File: src/rtl/kisv_pkg.sv
// ----------------------------------------------------------------------------
// kisv_pkg
// Shared types, constants and the byte-wide CRC step for the image checker.
// ----------------------------------------------------------------------------
package kisv_pkg;

  localparam int unsigned SECTOR_BYTES_DFLT    = 512;
  localparam int unsigned MAX_IMAGE_BYTES_DFLT = 33554432;

  localparam int unsigned SLOT_W   = 16;
  localparam int unsigned LEN_W    = 25;
  localparam int unsigned WORD_W   = 32;
  localparam int unsigned STATUS_W = 2;

  localparam logic [SLOT_W-1:0] SLOT_SECTORS_RST = 16'd24576;

  // "KRNL" gathered little-endian
  localparam logic [WORD_W-1:0] MAGIC_LE = 32'h4C4E524B;
  localparam logic [WORD_W-1:0] CRC_POLY = 32'h04C10DB7;
  localparam int unsigned       HDR_TRL_BYTES = 12;
  localparam int unsigned       CRC_BITS      = 8;

  localparam logic [STATUS_W-1:0] STATUS_OK        = 2'd0;
  localparam logic [STATUS_W-1:0] STATUS_BAD_MAGIC = 2'd1;
  localparam logic [STATUS_W-1:0] STATUS_BAD_LEN   = 2'd2;
  localparam logic [STATUS_W-1:0] STATUS_BAD_CRC   = 2'd3;

  typedef struct packed {
    logic [STATUS_W-1:0] status;
    logic [LEN_W-1:0]    payload_length;
    logic [WORD_W-1:0]   computed_crc;
  } kisv_res_t;

  // MSB-first CRC over one byte, unrolled
  function automatic logic [WORD_W-1:0] crc_byte(input logic [WORD_W-1:0] crc_in,
                                                 input logic [7:0] b);
    logic [WORD_W-1:0] c;
    c = crc_in ^ {b, 24'd0};
    for (int k = 0; k < CRC_BITS; k++) begin
      c = c[WORD_W-1] ? ({c[WORD_W-2:0], 1'b0} ^ CRC_POLY) : {c[WORD_W-2:0], 1'b0};
    end
    return c;
  endfunction

  // clamp a header length to the result field
  function automatic logic [LEN_W-1:0] sat_len(input logic [WORD_W-1:0] len);
    return (|len[WORD_W-1:LEN_W]) ? {LEN_W{1'b1}} : len[LEN_W-1:0];
  endfunction

endpackage

File: src/rtl/kisv_in_if.sv
// ----------------------------------------------------------------------------
// kisv_in_if
// Byte channel into the image checker: valid/ready with byte and first flag.
// ----------------------------------------------------------------------------
interface kisv_in_if;
  logic       valid;
  logic       ready;
  logic [7:0] data_byte;
  logic       first;

  modport source (output valid, output data_byte, output first, input ready);
  modport sink   (input valid, input data_byte, input first, output ready);
endinterface

File: src/rtl/kisv_out_if.sv
// ----------------------------------------------------------------------------
// kisv_out_if
// Result channel of the image checker: valid/ready with status, length, CRC.
// ----------------------------------------------------------------------------
interface kisv_out_if;
  logic        valid;
  logic        ready;
  logic [1:0]  status;
  logic [24:0] payload_length;
  logic [31:0] computed_crc;

  modport source (output valid, output status, output payload_length,
                  output computed_crc, input ready);
  modport sink   (input valid, input status, input payload_length,
                  input computed_crc, output ready);
endinterface

File: src/rtl/kisv_core.sv
// ----------------------------------------------------------------------------
// kisv_core
// Parse state machine: magic, length, payload CRC and trailer, one byte a step.
// ----------------------------------------------------------------------------
module kisv_core
  import kisv_pkg::*;
#(
  parameter int unsigned SECTOR_BYTES    = SECTOR_BYTES_DFLT,
  parameter int unsigned MAX_IMAGE_BYTES = MAX_IMAGE_BYTES_DFLT
) (
  input  logic              clk,
  input  logic              rst,
  input  logic [SLOT_W-1:0] slot_sectors,
  input  logic              step,
  input  logic [7:0]        data_byte,
  input  logic              first,
  input  logic              res_ready,
  output logic              res_valid,
  output kisv_res_t         res
);

  localparam int unsigned SECTOR_SHIFT = $clog2(SECTOR_BYTES);
  localparam int unsigned SUM_W        = LEN_W + 1;
  localparam logic [WORD_W-1:0] LEN_LIMIT  = WORD_W'(MAX_IMAGE_BYTES - HDR_TRL_BYTES);
  localparam logic [SUM_W-1:0]  ROUND_ADD  = SUM_W'(HDR_TRL_BYTES + SECTOR_BYTES - 1);
  localparam logic [LEN_W-1:0]  LAST_OF_4  = LEN_W'(3);

  typedef enum logic [2:0] {
    PH_IDLE, PH_MAGIC, PH_LENGTH, PH_PAYLOAD, PH_TRAILER
  } phase_t;

  phase_t            phase, phase_next;
  logic [LEN_W-1:0]  byte_position, byte_position_next;
  logic [WORD_W-1:0] length_word, length_word_next;
  logic [WORD_W-1:0] crc_accumulator, crc_accumulator_next;
  logic [WORD_W-1:0] trailer_word, trailer_word_next;
  logic              res_valid_next;
  kisv_res_t         res_next;

  // working copies after the first-flag restart
  phase_t            ph_w;
  logic [LEN_W-1:0]  pos_w, pos_inc;
  logic [WORD_W-1:0] len_w, crc_w, trl_w, len_sh, trl_sh;
  logic [SUM_W-1:0]  round_sum;
  logic [SUM_W-1:0]  sectors_needed;
  logic              len_bad;

  always_comb begin
    ph_w  = first ? PH_MAGIC : phase;
    pos_w = first ? '0 : byte_position;
    len_w = first ? '0 : length_word;
    crc_w = first ? '0 : crc_accumulator;
    trl_w = first ? '0 : trailer_word;

    pos_inc = pos_w + LEN_W'(1);
    len_sh  = {data_byte, len_w[WORD_W-1:8]};
    trl_sh  = {data_byte, trl_w[WORD_W-1:8]};

    round_sum      = {1'b0, len_sh[LEN_W-1:0]} + ROUND_ADD;
    sectors_needed = round_sum >> SECTOR_SHIFT;
    len_bad = (len_sh == '0) || (len_sh > LEN_LIMIT) ||
              (sectors_needed > SUM_W'(slot_sectors));

    phase_next           = ph_w;
    byte_position_next   = pos_w;
    length_word_next     = len_w;
    crc_accumulator_next = crc_w;
    trailer_word_next    = trl_w;
    res_valid_next       = 1'b0;
    res_next             = '{status: STATUS_OK, payload_length: '0, computed_crc: '0};

    unique case (ph_w)
      PH_MAGIC: begin
        trailer_word_next  = trl_sh;
        byte_position_next = pos_inc;
        if (pos_w == LAST_OF_4) begin
          byte_position_next = '0;
          if (trl_sh != MAGIC_LE) begin
            phase_next      = PH_IDLE;
            res_valid_next  = 1'b1;
            res_next.status = STATUS_BAD_MAGIC;
          end else begin
            trailer_word_next = '0;
            phase_next        = PH_LENGTH;
          end
        end
      end
      PH_LENGTH: begin
        length_word_next   = len_sh;
        byte_position_next = pos_inc;
        if (pos_w == LAST_OF_4) begin
          byte_position_next = '0;
          if (len_bad) begin
            phase_next              = PH_IDLE;
            res_valid_next          = 1'b1;
            res_next.status         = STATUS_BAD_LEN;
            res_next.payload_length = sat_len(len_sh);
          end else begin
            crc_accumulator_next = '0;
            phase_next           = PH_PAYLOAD;
          end
        end
      end
      PH_PAYLOAD: begin
        crc_accumulator_next = crc_byte(crc_w, data_byte);
        byte_position_next   = pos_inc;
        if (WORD_W'(pos_inc) >= len_w) begin
          byte_position_next = '0;
          trailer_word_next  = '0;
          phase_next         = PH_TRAILER;
        end
      end
      PH_TRAILER: begin
        trailer_word_next  = trl_sh;
        byte_position_next = pos_inc;
        if (pos_w == LAST_OF_4) begin
          byte_position_next      = '0;
          phase_next              = PH_IDLE;
          res_valid_next          = 1'b1;
          res_next.status         = (trl_sh == crc_w) ? STATUS_OK : STATUS_BAD_CRC;
          res_next.payload_length = sat_len(len_w);
          res_next.computed_crc   = crc_w;
        end
      end
      default: begin
        phase_next = PH_IDLE;
      end
    endcase
  end

  always_ff @(posedge clk) begin
    if (rst) begin
      phase           <= PH_IDLE;
      byte_position   <= '0;
      length_word     <= '0;
      crc_accumulator <= '0;
      trailer_word    <= '0;
      res_valid       <= 1'b0;
    end else begin
      // hold a waiting result until it is taken or replaced by the next step
      if (step) begin
        res_valid <= res_valid_next;
      end else if (res_ready) begin
        res_valid <= 1'b0;
      end
      if (step) begin
        phase           <= phase_next;
        byte_position   <= byte_position_next;
        length_word     <= length_word_next;
        crc_accumulator <= crc_accumulator_next;
        trailer_word    <= trailer_word_next;
      end
    end
  end

  // result payload, qualified by res_valid
  always_ff @(posedge clk) begin
    if (step && res_valid_next) begin
      res <= res_next;
    end
  end

endmodule

File: src/rtl/kernel_image_stream_verifier.sv
// ----------------------------------------------------------------------------
// kernel_image_stream_verifier
// Streaming check of a kernel image: magic, length limits and payload CRC.
// ----------------------------------------------------------------------------
// Usage:
//   din  carries one image byte per item with a first flag that restarts the
//        check; bytes before any first flag or after a result are dropped.
//   dout carries one item per image: at the bad magic, at the rejected length,
//        or on the last trailer byte with status ok or CRC mismatch.
//   cfg_wr_en/cfg_wr_data set slot_sectors; write only while the block idles.
// Timing:
//   A byte sits in the input register, then the parse step writes
//   state and the result register. One byte is accepted every cycle while
//   dout is not stalled with a result waiting; the CRC byte step and the
//   length check are combinational in the parse step.
// Reset clears the parser to idle, empties both registers and loads
//   slot_sectors with 24576. While dout is stalled with a result waiting, the
//   input register still fills once and then din.ready drops until the
//   result is taken.
// ----------------------------------------------------------------------------
module kernel_image_stream_verifier
  import kisv_pkg::*;
#(
  parameter int unsigned SECTOR_BYTES    = SECTOR_BYTES_DFLT,
  parameter int unsigned MAX_IMAGE_BYTES = MAX_IMAGE_BYTES_DFLT
) (
  input  logic              clk,
  input  logic              rst,
  input  logic              cfg_wr_en,
  input  logic [SLOT_W-1:0] cfg_wr_data,
  kisv_in_if.sink           din,
  kisv_out_if.source        dout
);

  logic [SLOT_W-1:0] slot_sectors;
  logic              in_valid;
  logic [7:0]        in_byte;
  logic              in_first;
  logic              step;
  logic              res_valid;
  kisv_res_t         res;

  // advance the input register when the parse step can write a result
  assign step      = in_valid && (!res_valid || dout.ready);
  assign din.ready = !in_valid || step;

  always_ff @(posedge clk) begin
    if (rst) begin
      slot_sectors <= SLOT_SECTORS_RST;
      in_valid     <= 1'b0;
    end else begin
      if (cfg_wr_en) begin
        slot_sectors <= cfg_wr_data;
      end
      if (din.ready) begin
        in_valid <= din.valid;
      end
    end
  end

  always_ff @(posedge clk) begin
    if (din.valid && din.ready) begin
      in_byte  <= din.data_byte;
      in_first <= din.first;
    end
  end

  kisv_core #(
    .SECTOR_BYTES    (SECTOR_BYTES),
    .MAX_IMAGE_BYTES (MAX_IMAGE_BYTES)
  ) u_core (
    .clk          (clk),
    .rst          (rst),
    .slot_sectors (slot_sectors),
    .step         (step),
    .data_byte    (in_byte),
    .first        (in_first),
    .res_ready    (dout.ready),
    .res_valid    (res_valid),
    .res          (res)
  );

  // core holds its result until the next step, which waits for dout.ready
  assign dout.valid          = res_valid;
  assign dout.status         = res.status;
  assign dout.payload_length = res.payload_length;
  assign dout.computed_crc   = res.computed_crc;

endmodule
File: src/flat_wrapper.sv
// flat-port wrapper written by rule: the top's interface ports become plain ports
module kernel_image_stream_verifier_flat import kisv_pkg::*;
#(
  parameter int unsigned SECTOR_BYTES    = SECTOR_BYTES_DFLT,
  parameter int unsigned MAX_IMAGE_BYTES = MAX_IMAGE_BYTES_DFLT
)
  (clk, rst, cfg_wr_en, cfg_wr_data, din_valid, din_data_byte, din_first, din_ready, dout_valid, dout_status, dout_payload_length, dout_computed_crc, dout_ready);
  kisv_in_if din_i ();
  kisv_out_if dout_i ();
  input  logic clk;
  input  logic rst;
  input  logic cfg_wr_en;
  input  logic [SLOT_W-1:0] cfg_wr_data;
  input wire logic [$bits(din_i.valid)-1:0] din_valid;
  input wire logic [$bits(din_i.data_byte)-1:0] din_data_byte;
  input wire logic [$bits(din_i.first)-1:0] din_first;
  output wire logic [$bits(din_i.ready)-1:0] din_ready;
  output wire logic [$bits(dout_i.valid)-1:0] dout_valid;
  output wire logic [$bits(dout_i.status)-1:0] dout_status;
  output wire logic [$bits(dout_i.payload_length)-1:0] dout_payload_length;
  output wire logic [$bits(dout_i.computed_crc)-1:0] dout_computed_crc;
  input wire logic [$bits(dout_i.ready)-1:0] dout_ready;
  assign din_i.valid = din_valid;
  assign din_i.data_byte = din_data_byte;
  assign din_i.first = din_first;
  assign din_ready = din_i.ready;
  assign dout_valid = dout_i.valid;
  assign dout_status = dout_i.status;
  assign dout_payload_length = dout_i.payload_length;
  assign dout_computed_crc = dout_i.computed_crc;
  assign dout_i.ready = dout_ready;
  kernel_image_stream_verifier #(.SECTOR_BYTES(SECTOR_BYTES), .MAX_IMAGE_BYTES(MAX_IMAGE_BYTES)) u_core (.clk(clk), .rst(rst), .cfg_wr_en(cfg_wr_en), .cfg_wr_data(cfg_wr_data), .din(din_i), .dout(dout_i));
endmodule
File: config.mk
export PLATFORM = sky130hd
export DESIGN_NAME = kernel_image_stream_verifier_flat
export DESIGN_NICKNAME = d
export VERILOG_FILES = /design/src/rtl/kisv_pkg.sv /design/src/rtl/kisv_in_if.sv /design/src/rtl/kisv_out_if.sv /design/src/rtl/kisv_core.sv /design/src/rtl/kernel_image_stream_verifier.sv /design/src/flat_wrapper.sv
export SDC_FILE = /design/constraint.sdc
export NUM_CORES = 1
export LEC_CHECK = 0
export BUFFER_PORTS_ARGS = -buffer_cell sky130_fd_sc_hd__buf_2
export CAP_MARGIN = 20
export CELL_PAD_IN_SITES_DETAIL_PLACEMENT = 1
export CELL_PAD_IN_SITES_GLOBAL_PLACEMENT = 2
export CORE_MARGIN = 10
export CORE_UTILIZATION = 35
export CTS_BUF_LIST = sky130_fd_sc_hd__clkbuf_16
export CTS_CLUSTER_DIAMETER = 200
export DETAILED_ROUTE_END_ITERATION = 7
export GPL_ROUTABILITY_DRIVEN = 1
export PLACE_DENSITY_LB_ADDON = 0.05
export SETUP_SLACK_MARGIN = 0.05
export SYNTH_ARGS = -nofsm -noshare
export SYNTH_HDL_FRONTEND = slang
export SYNTH_SLANG_ARGS = --single-unit
File: constraint.sdc
create_clock -name clk -period 8.5 [get_ports clk]
set_input_delay 0.85 -clock clk [delete_from_list [all_inputs] [get_ports clk]]
set_output_delay 0.85 -clock clk [all_outputs]
set_load 0.01 [all_outputs]
After elaboration in Yosys (flattened, before gate mapping)
Index checks and enable logic that the tools add are counted.

Input bits: 30. Register bits: 210. Output and inout bits: 61.

$lt $le $gt $ge: 3. Add/sub/neg operators: 2. Muxes and demuxes: 49. Equal/unequal tests: 7. Bitwise logic cells: 9. Reduce and logical (&&, ||, !) cells: 15.

Operator list (number): two-way mux 32 bit (9); two-way mux 27 bit (10); two-way mux 25 bit (5); NOT 13 bit (8); one-hot mux 25 bit (2 select lines) (2); one-hot mux 32 bit (3 select lines) (1); one-hot mux 32 bit (2 select lines) (1); two-way mux 59 bit (1); equality test 32 bit (1); greater-or-equal comparator 25 x 32 -> 1 bit (1); > comparator 32 x 25 -> 1 bit (second input constant) (1); zero test 32 bit (1); != test 32 x 31 -> 1 bit (second input constant) (1); bitwise XOR 32 bit (1); adder 25 x 10 -> 26 bit (second input constant) (1); adder 25 x 1 -> 25 bit (second input constant) (1); equality test 25 x 2 -> 1 bit (second input constant) (1); > comparator 17 x 16 -> 1 bit (1); two-way mux 3 bit (5); OR reduction 7 bit (2); one-hot mux 3 bit (4 select lines) (1); two-way mux 1 bit (9); equality test 3 x 2 -> 1 bit (second input constant) (2); two-way mux 2 bit (3); 10 further kinds (16).

Longest topological paths before layout
Gate-level depths: netlist of run 1.

Depth after elaboration: 19. Gate-level depth with buffers: 22. Depth with buffers taken out: 17.

Cells and area by module
From an unflattened synthesis of run 1, not the netlist that was laid out.

Cell total of the unflattened synthesis: 1148. Area, all modules: 11029.3 sq um.

By module, submodules not included: kisv_core (sequential area each 4113.9 sq um, cells each 1080, area each 10121.0 sq um, times used 1); kernel_image_stream_verifier (sequential area each 610.6 sq um, cells each 68, area each 908.4 sq um, times used 1).

Worst setup path after synthesis of run 1
No wires, ideal clock.

Path kind: flip-flop to flip-flop. From: register u_core.in_first. To: register u_core.u_core.res[0] (netlist name). Slack: 1.381 ns. Cell stages (with the launch flop): 18. Library setup time: 0.476 ns. Clock period less this slack: 7.119 ns. Data arrival time: 6.643 ns. Cells stage by stage: edfxtp_1 clkbuf_2 nand2b_4 o21a_1 nor4_4 and3_1 nand3_1 nor2_1 mux2_2 ha_1 nand2_1 or4_1 a31o_2 a31o_2 a311oi_4 buf_4 nor2_1 nor2_1.

Word-level cells in the longest chain between the ends: 8. Elaborated cells on any way between the ends: 22. Classes of those cells: add/sub (1); order compare (2); eq/ne (5); mux (10); reduce/logical (4).

Ends and longest elaborated chain: from (decl) (RTL line kernel_image_stream_verifier.sv:38) `logic in_first;`; from (signal assigned) (RTL line kernel_image_stream_verifier.sv:64) `in_first <= din.first;`; two-way mux 32 bit (RTL line kisv_core.sv:51) `len_w = first ? '0 : length_word;`; adder 25 x 10 -> 26 bit, or another cell as far along (RTL line kisv_core.sv:59) `round_sum = {1'b0, len_sh[LEN_W-1:0]} + ROUND_ADD;`; > comparator 17 x 16 -> 1 bit / logical OR 1 bit (equally long branches) (RTL line kisv_core.sv:62, kisv_core.sv:61); logical OR 1 bit (RTL line kisv_core.sv:61) `len_bad = (len_sh == '0) || (len_sh > LEN_LIMIT) ||`; two-way mux 1 bit (RTL line kisv_core.sv:93) `if (len_bad) begin`; two-way mux 1 bit (RTL line kisv_core.sv:91) `if (pos_w == LAST_OF_4) begin`; one-hot mux 1 bit (3 select lines) * (RTL line kisv_core.sv:72) `unique case (ph_w)`; logical AND 1 bit * (RTL line kisv_core.sv:158) `if (step && res_valid_next) begin`.

Every way passes the cells marked *; elsewhere a longest branch is shown, timed or not. A chain may end at the register's enable or synchronous reset.

Worst setup path after layout of run 1
From: register u_core.in_first. To: register u_core.u_core.res[23] (netlist name).

Word-level cells in the longest chain between the ends: 8. Elaborated cells on any way between the ends: 22. Classes of those cells: add/sub (1); order compare (2); eq/ne (5); mux (10); reduce/logical (4).

Ends and longest elaborated chain (RTL line): two-way mux 32 bit (kisv_core.sv:51); adder 25 x 10 -> 26 bit, or another cell as far along (kisv_core.sv:59); > comparator 17 x 16 -> 1 bit / logical OR 1 bit (equally long branches) (kisv_core.sv:62, kisv_core.sv:61); logical OR 1 bit (kisv_core.sv:61); two-way mux 1 bit (kisv_core.sv:93); two-way mux 1 bit (kisv_core.sv:91); one-hot mux 1 bit (3 select lines) * (kisv_core.sv:72); logical AND 1 bit * (kisv_core.sv:158).

Marked as above.

==> impl_metrics.csv, run 1 <==
group,metric,value,unit
grt,antenna_found_initial,0,
timing,fin_skew,0.0135,ns
critical_path,required,8.68,ns
die,fp.dieH,198,µm
finish,final_util,0.403,
grt,grt_use_total,0.197,
power_and_ir_drop,leakage,4.80,nW
finish,final_layout_size_suffix_gt1_frac,0.135,
placement,placed_cells,1646,
route,post_drt_wl_per_cell,23.0,µm
timing,drv_slew,0,
die,initial_core_util,0.353,
logic_synthesis,syn_area,11100,µm²
die,die_x,198,µm
placement,place_ws,2.52,ns
grt,grt_pass1_vias,9475,
route,drt-initial-drc-count,468,
placement,gp_congestion,0.870,
timing,fin_setup_tns,0,ns
die,core-area,31500,µm²
logic_synthesis,yosysWarnings,0,
logic_synthesis,synth_area_leaders,"dfxtp_1, edfxtp_1, xnor2_1",
clock_tree,cts-root-buf,"clkbuf_16",
finish,nets,1347,
logic_synthesis,synth-edff-count,68,
clock_tree,clk_latency,0.53,ns
status,status,"finished clean",
route,wl,38900,µm
timing,rsz0062_at_grt,"false",
power_and_ir_drop,p_total,2.19,mW
timing,relSlewSlack,0.286,
timing,max_freq,167,MHz
timing,hold_violations,0,
logic_synthesis,syn_nets,1282,
critical_path,critical_path.max_fanout,34,
clock_tree,cts.sinks,202,
logic_synthesis,ys_types,79,
finish,diodes,0,
clock_tree,post_cts_resized,0,
timing,period_share,0.704,
timing,setup_ws,2.52,ns
logic_synthesis,synth_top_area_frac,0.241,
die,pin_count,91,
finish,postLayoutCellArea,12700,µm²
min_path,hold_class,"in2reg",
placement,placed_area,11900,µm²
placement,port_buffers,90,
die,rows,65,
clock_tree,cts_tree,"built",
clock_tree,numCtsBuffers,25,
route,dr_total_vias,9235,
clock_tree,htreeDepth,1,
logic_synthesis,synth_cells,1207,
critical_path,crit_type,"reg2reg",
critical_path,start_kind,"register",
logic_synthesis,yosysSeqAreaShare,0.425,
route,drc,0,
grt,grt_pass1_wl,59800,µm
clock_tree,cts_buffer_depth,3,
logic_synthesis,ys.flop_type,"dfxtp_1",
route,firstDrtPassIters,5,
logic_synthesis,syn_avg_cell_area,9.21,µm²
logic_synthesis,synth_top_area_cell,"dfxtp_1",
logic_synthesis,synth-seq-cells,202,
clock_tree,clkTransAtPathRegs,0.06,ns
power_and_ir_drop,peakVddDrop,0.164,mV
finish,area_delta_synth_final,14.2,%
power_and_ir_drop,powerDensity,173,nW/µm²
clock_tree,postCtsHoldBufs,0,
finish,instances_no_fill,1693,
timing,whs,0.491,ns
timing,min_period,5.98,ns
clock_tree,post_cts_buffers,0,
route,postRouteAntennaNets,0,
grt,grt-ovfl-total,0,
die,die_area,39300,µm²
logic_synthesis,async_flop_share,0,
flow_run,maxCapViolations,0,
critical_path,arrival,6.16,ns
route,viasPerCell,5.45,
grt,grt_max_degree,58,
timing,tightestPinTransition,1.07,ns
placement,dpl.hpwl,28500,µm
timing,setup-violations-final,0,
critical_path,critPathCaptureType,"register",
==> power breakdown <==
group | switching (mW) | leakage, nW | internal (mW) | total (mW)
clock | 0.434 | 0.398 | 0.594 | 1.03
sequential | 0.0152 | 1.76 | 1.00 | 1.02
combinational | 0.0931 | 2.64 | 0.0548 | 0.148
total | 0.543 | 4.80 | 1.65 | 2.19
==> cells in the final DEF, fill, tap and decap left out, types with 4 or more instances in the layout <==
| master | Yosys | routed |
|---|---|---|
| nand2b_1 | 10 | 10 |
| dfxtp_1 | 134 | 134 |
| clkinv_1 | 0 | 4 |
| nor3b_1 | 5 | 5 |
| nor3_1 | 15 | 15 |
| a22oi_1 | 25 | 25 |
| a21o_1 | 12 | 12 |
| clkbuf_16 | 0 | 25 |
| buf_2 | 7 | 90 |
| a31oi_1 | 4 | 4 |
| edfxtp_1 | 68 | 68 |
| and2_1 | 14 | 14 |
| a32oi_1 | 8 | 8 |
| o21a_1 | 6 | 6 |
| and3_1 | 12 | 12 |
| ha_1 | 45 | 45 |
| nor2b_1 | 33 | 33 |
| clkinv_2 | 0 | 5 |
| inv_1 | 52 | 57 |
| nor2_1 | 148 | 146 |
| o31ai_1 | 5 | 5 |
| o22ai_1 | 12 | 12 |
| a22o_1 | 47 | 47 |
| xnor2_1 | 87 | 87 |
| nand3_1 | 17 | 17 |
| nand2_1 | 93 | 93 |
| a21oi_1 | 55 | 54 |
| a211oi_1 | 5 | 5 |
| or3_1 | 5 | 5 |
| o211ai_1 | 5 | 5 |
| o21ai_0 | 70 | 70 |
| buf_4 | 2 | 14 |
| mux2i_1 | 14 | 14 |
| nor4_1 | 16 | 16 |
| nand4_1 | 20 | 20 |
| xor2_1 | 28 | 28 |
| o32ai_1 | 17 | 17 |
==> flip-flops by register name, summed over array words and instances, names as in the netlist <==
signal                         flops
u_core.u_core.crc_accumulator     32
u_core.u_core.phase                3
u_core.u_core.length_word         32
u_core.in_first                    1
u_core.u_core.res_valid            1
u_core.in_byte                     8
u_core.u_core.byte_position       25
u_core.u_core.res                 59
u_core.in_valid                    1
u_core.u_core.trailer_word        24
u_core.slot_sectors               16
==> path summary, 6_finish.rpt <==
kind | start | endpoint | slack (ns) | depth (start not counted)
worst max register to register | u_core.in_first | u_core.u_core.res[23] | 2.52 | 17
worst min register to register | u_core.u_core.length_word[7] | u_core.u_core.length_word[7] | 0.49 | 2
worst max-delay path | u_core.in_first | u_core.u_core.res[23] | 2.52 | 17
worst min-delay path | din_data_byte[2] | u_core.in_byte[2] | 0.49 | 1
==> synthesized netlist by cell type, drive strengths merged, types with 22 or more instances <==
cell type / instances
nor2: 148
dfxtp: 134
nand2: 94
xnor2: 90
o21ai: 71
edfxtp: 68
a21oi: 57
inv: 53
a22o: 48
clkbuf: 45
ha: 45
nor2b: 33
xor2: 28
a22oi: 25
buf: 22
==> cell type report <==
| class | count | area (µm²) |
|---|---|---|
| fillers | 3614 | 18800 |
| multi-input cells | 885 | 5920 |
| flip-flops and latches | 202 | 4720 |
| clock buffers | 25 | 626 |
| repair buffers | 105 | 571 |
| well taps | 402 | 503 |
| inverters | 53 | 199 |
| clock inverters | 21 | 154 |
==> logic make-up (layout without fill, tap and decap cells) <==
family / Yosys count / after routing / synth area share
simple gates: 414 / 414 / 0.186
compound gates: 293 / 293 / 0.184
flops: 202 / 202 / 0.425
buf+inv: 120 / 204 / 0.0449
xor+xnor: 118 / 118 / 0.0960
fa+ha+maj: 45 / 45 / 0.0507
mux: 15 / 15 / 0.0136
==> critical path: stages, from the launching register on <==
cell,delay [ns]
edfxtp_1,0.54
nor2b_1,0.29
inv_1,0.15
o21ba_2,0.27
nor4_4,0.44
and3_1,0.30
nand3_1,0.14
nor2_1,0.13
mux2_2,0.35
ha_1,0.29
nand2_1,0.10
or4_1,0.56
a31o_2,0.23
a31o_2,0.30
a311oi_4,0.23
nor2_1,0.11
nor2_4,0.64
buf_4,0.52
==> routing by layer <==
metal	global-route usage	vias to the layer above	routed length, µm
li1	-	4463	-
met1	0.254	4557	17700
met2	0.335	173	18700
met3	0.0263	42	1350
met4	0.0555	0	1080
met5	0	-	0
No activity file was read; power rests on OpenSTA's default activity.
==> run 2, diff against run 1 <==
==> constraint.sdc (replaced) <==
create_clock -name clk -period 6.02 [get_ports clk]
set_input_delay 0.602 -clock clk [delete_from_list [all_inputs] [get_ports clk]]
set_output_delay 0.602 -clock clk [all_outputs]
set_load 0.01 [all_outputs]
==> run 2 against run 1 <==
Effect of this change:
- clock power grew 55%
- via count increased by 0.69%
- cell area is 1.2% higher
- critical path type unchanged
==> impl_metrics.csv, run 2 (synthesized netlist as in run 1, its figures left out) <==
group,metric,value,unit
route,dr_total_vias,9299,
grt,grt_max_degree,56,
grt,grt_use_total,0.196,
status,status,"finished clean",
timing,min_period,5.38,ns
power_and_ir_drop,leakage,4.89,nW
die,rows,65,
critical_path,required,6.44,ns
finish,nets,1356,
flow_run,maxCapViolations,0,
critical_path,critPathTopFamily,"simple AND/OR/NAND/NOR gates",
critical_path,critPathCaptureType,"register",
critical_path,cpMaxStageDelayCell,"edfxtp_1",
route,post_drt_wl_per_cell,23.1,µm
route,viasPerCell,5.46,
die,pin_count,91,
min_path,hold_class,"in2reg",
finish,layout_common_cells,"nor2_1, dfxtp_1, nand2_1",
power_and_ir_drop,powerDensity,253,nW/µm²
finish,layout_commonest_cell,"nor2_1",
critical_path,critical_path.max_fanout,52,
die,die_area,39300,µm²
timing,setup-violations-final,0,
finish,diodes,0,
die,die_x,198,µm
clock_tree,clk_latency,0.54,ns
critical_path,worst_path_largest_cell_delay,0.65,ns
clock_tree,post_cts_buffers,0,
grt,grt_pass1_wl,59700,µm
clock_tree,cts_buffer_depth,3,
route,firstDrtPassIters,5,
finish,largest_reg_flops,59,
placement,port_buffers,90,
timing,hold_violations,0,
critical_path,arrival,5.81,ns
timing,relSlewSlack,0.317,
timing,tightestPinTransition,1.02,ns
clock_tree,cts-root-buf,"clkbuf_16",
timing,fin_setup_tns,0,ns
clock_tree,cts_tree,"built",
die,initial_core_util,0.353,
finish,regMostFlops,"u_core.u_core.res",
finish,final_util,0.408,
critical_path,crit_buf_inv,2,
finish,area_delta_synth_final,15.5,%
critical_path,crit_type,"reg2reg",
clock_tree,postCtsHoldBufs,0,
timing,rsz0062_at_grt,"false",
route,drc,0,
grt,grt-ovfl-total,0,
finish,postLayoutCellArea,12800,µm²
die,core-area,31500,µm²
grt,grt_pass1_vias,9605,
finish,final_layout_size_suffix_gt1_frac,0.138,
finish,reg_top3,"u_core.u_core.res x59, u_core.u_core.crc_accumulator x32, u_core.u_core.length_word x32",
route,postRouteAntennaNets,0,
placement,gp_congestion,0.847,
timing,period_share,0.894,
clock_tree,post_cts_resized,0,
critical_path,start_kind,"register",
placement,placed_area,12000,µm²
clock_tree,htreeDepth,1,
clock_tree,numCtsBuffers,26,
grt,antenna_found_initial,0,
clock_tree,cts.sinks,202,
timing,drv_slew,0,
timing,fin_skew,0.0137,ns
placement,dpl.hpwl,28400,µm
power_and_ir_drop,peakVddDrop,0.185,mV
critical_path,cp_cell_sequence,"buf_12 > nor2b_1 > ha_1 > nand3_1 > nor4_2 > nand3_1 > nor2b_1 > and3_1 > xnor2_1 > nor2_1 > ha_1 > nor2_1 > nor4_2 > o22ai_1 > o21a_1 > buf_4 > a22o_1",
die,fp.dieH,198,µm
route,wl,39300,µm
clock_tree,clkTransAtPathRegs,0.06,ns
timing,max_freq,186,MHz
route,drt-initial-drc-count,465,
[run 2: final cells by class]
type | count | area [µm²]
Clock buffer | 27 | 676
Clock inverter | 21 | 196
Fill cell | 3629 | 18600
Inverter | 53 | 199
Multi-Input combinational cell | 885 | 5910
Sequential cell | 202 | 4720
Tap cell | 402 | 503
Timing Repair Buffer | 113 | 636
[run 2: worst paths after layout]
path                                 from  cells after the start  slack, ns                              end
min                      din_data_byte[6]                      1       0.24                u_core.in_byte[6]
min reg2reg  u_core.u_core.length_word[2]                      2       0.49     u_core.u_core.length_word[2]
max                       u_core.in_first                     17       0.64  u_core.u_core.byte_position[17]
max reg2reg               u_core.in_first                     17       0.64  u_core.u_core.byte_position[17]
[run 2: power breakdown]
| part | leakage (nW) | internal (mW) | total [mW] | switching (mW) |
|---|---|---|---|---|
| combinational | 2.69 | 0.0784 | 0.210 | 0.131 |
| clock | 0.444 | 0.975 | 1.60 | 0.623 |
| sequential | 1.76 | 1.42 | 1.44 | 0.0226 |
[run 2: routing by layer]
metal / up-vias / share of wire / GRT usage
met5: - / 0 / 0
met4: 0 / 0.040 / 0.0777
met3: 67 / 0.036 / 0.0258
met2: 168 / 0.48 / 0.334
met1: 4590 / 0.45 / 0.246
li1: 4474 / - / -
[run 2: through the flow]
step,cells,worst slack (ns),power (mW),hold WS [ns]
after floorplan,1207,0.525,1.61,0.454
after global placement,1655,0.718,1.68,0.466
after detailed placement,1655,0.646,1.68,0.479
after CTS,1703,0.604,3.30,0.207
after global routing,1703,0.161,3.37,0.218
final,1703,0.638,3.25,0.237
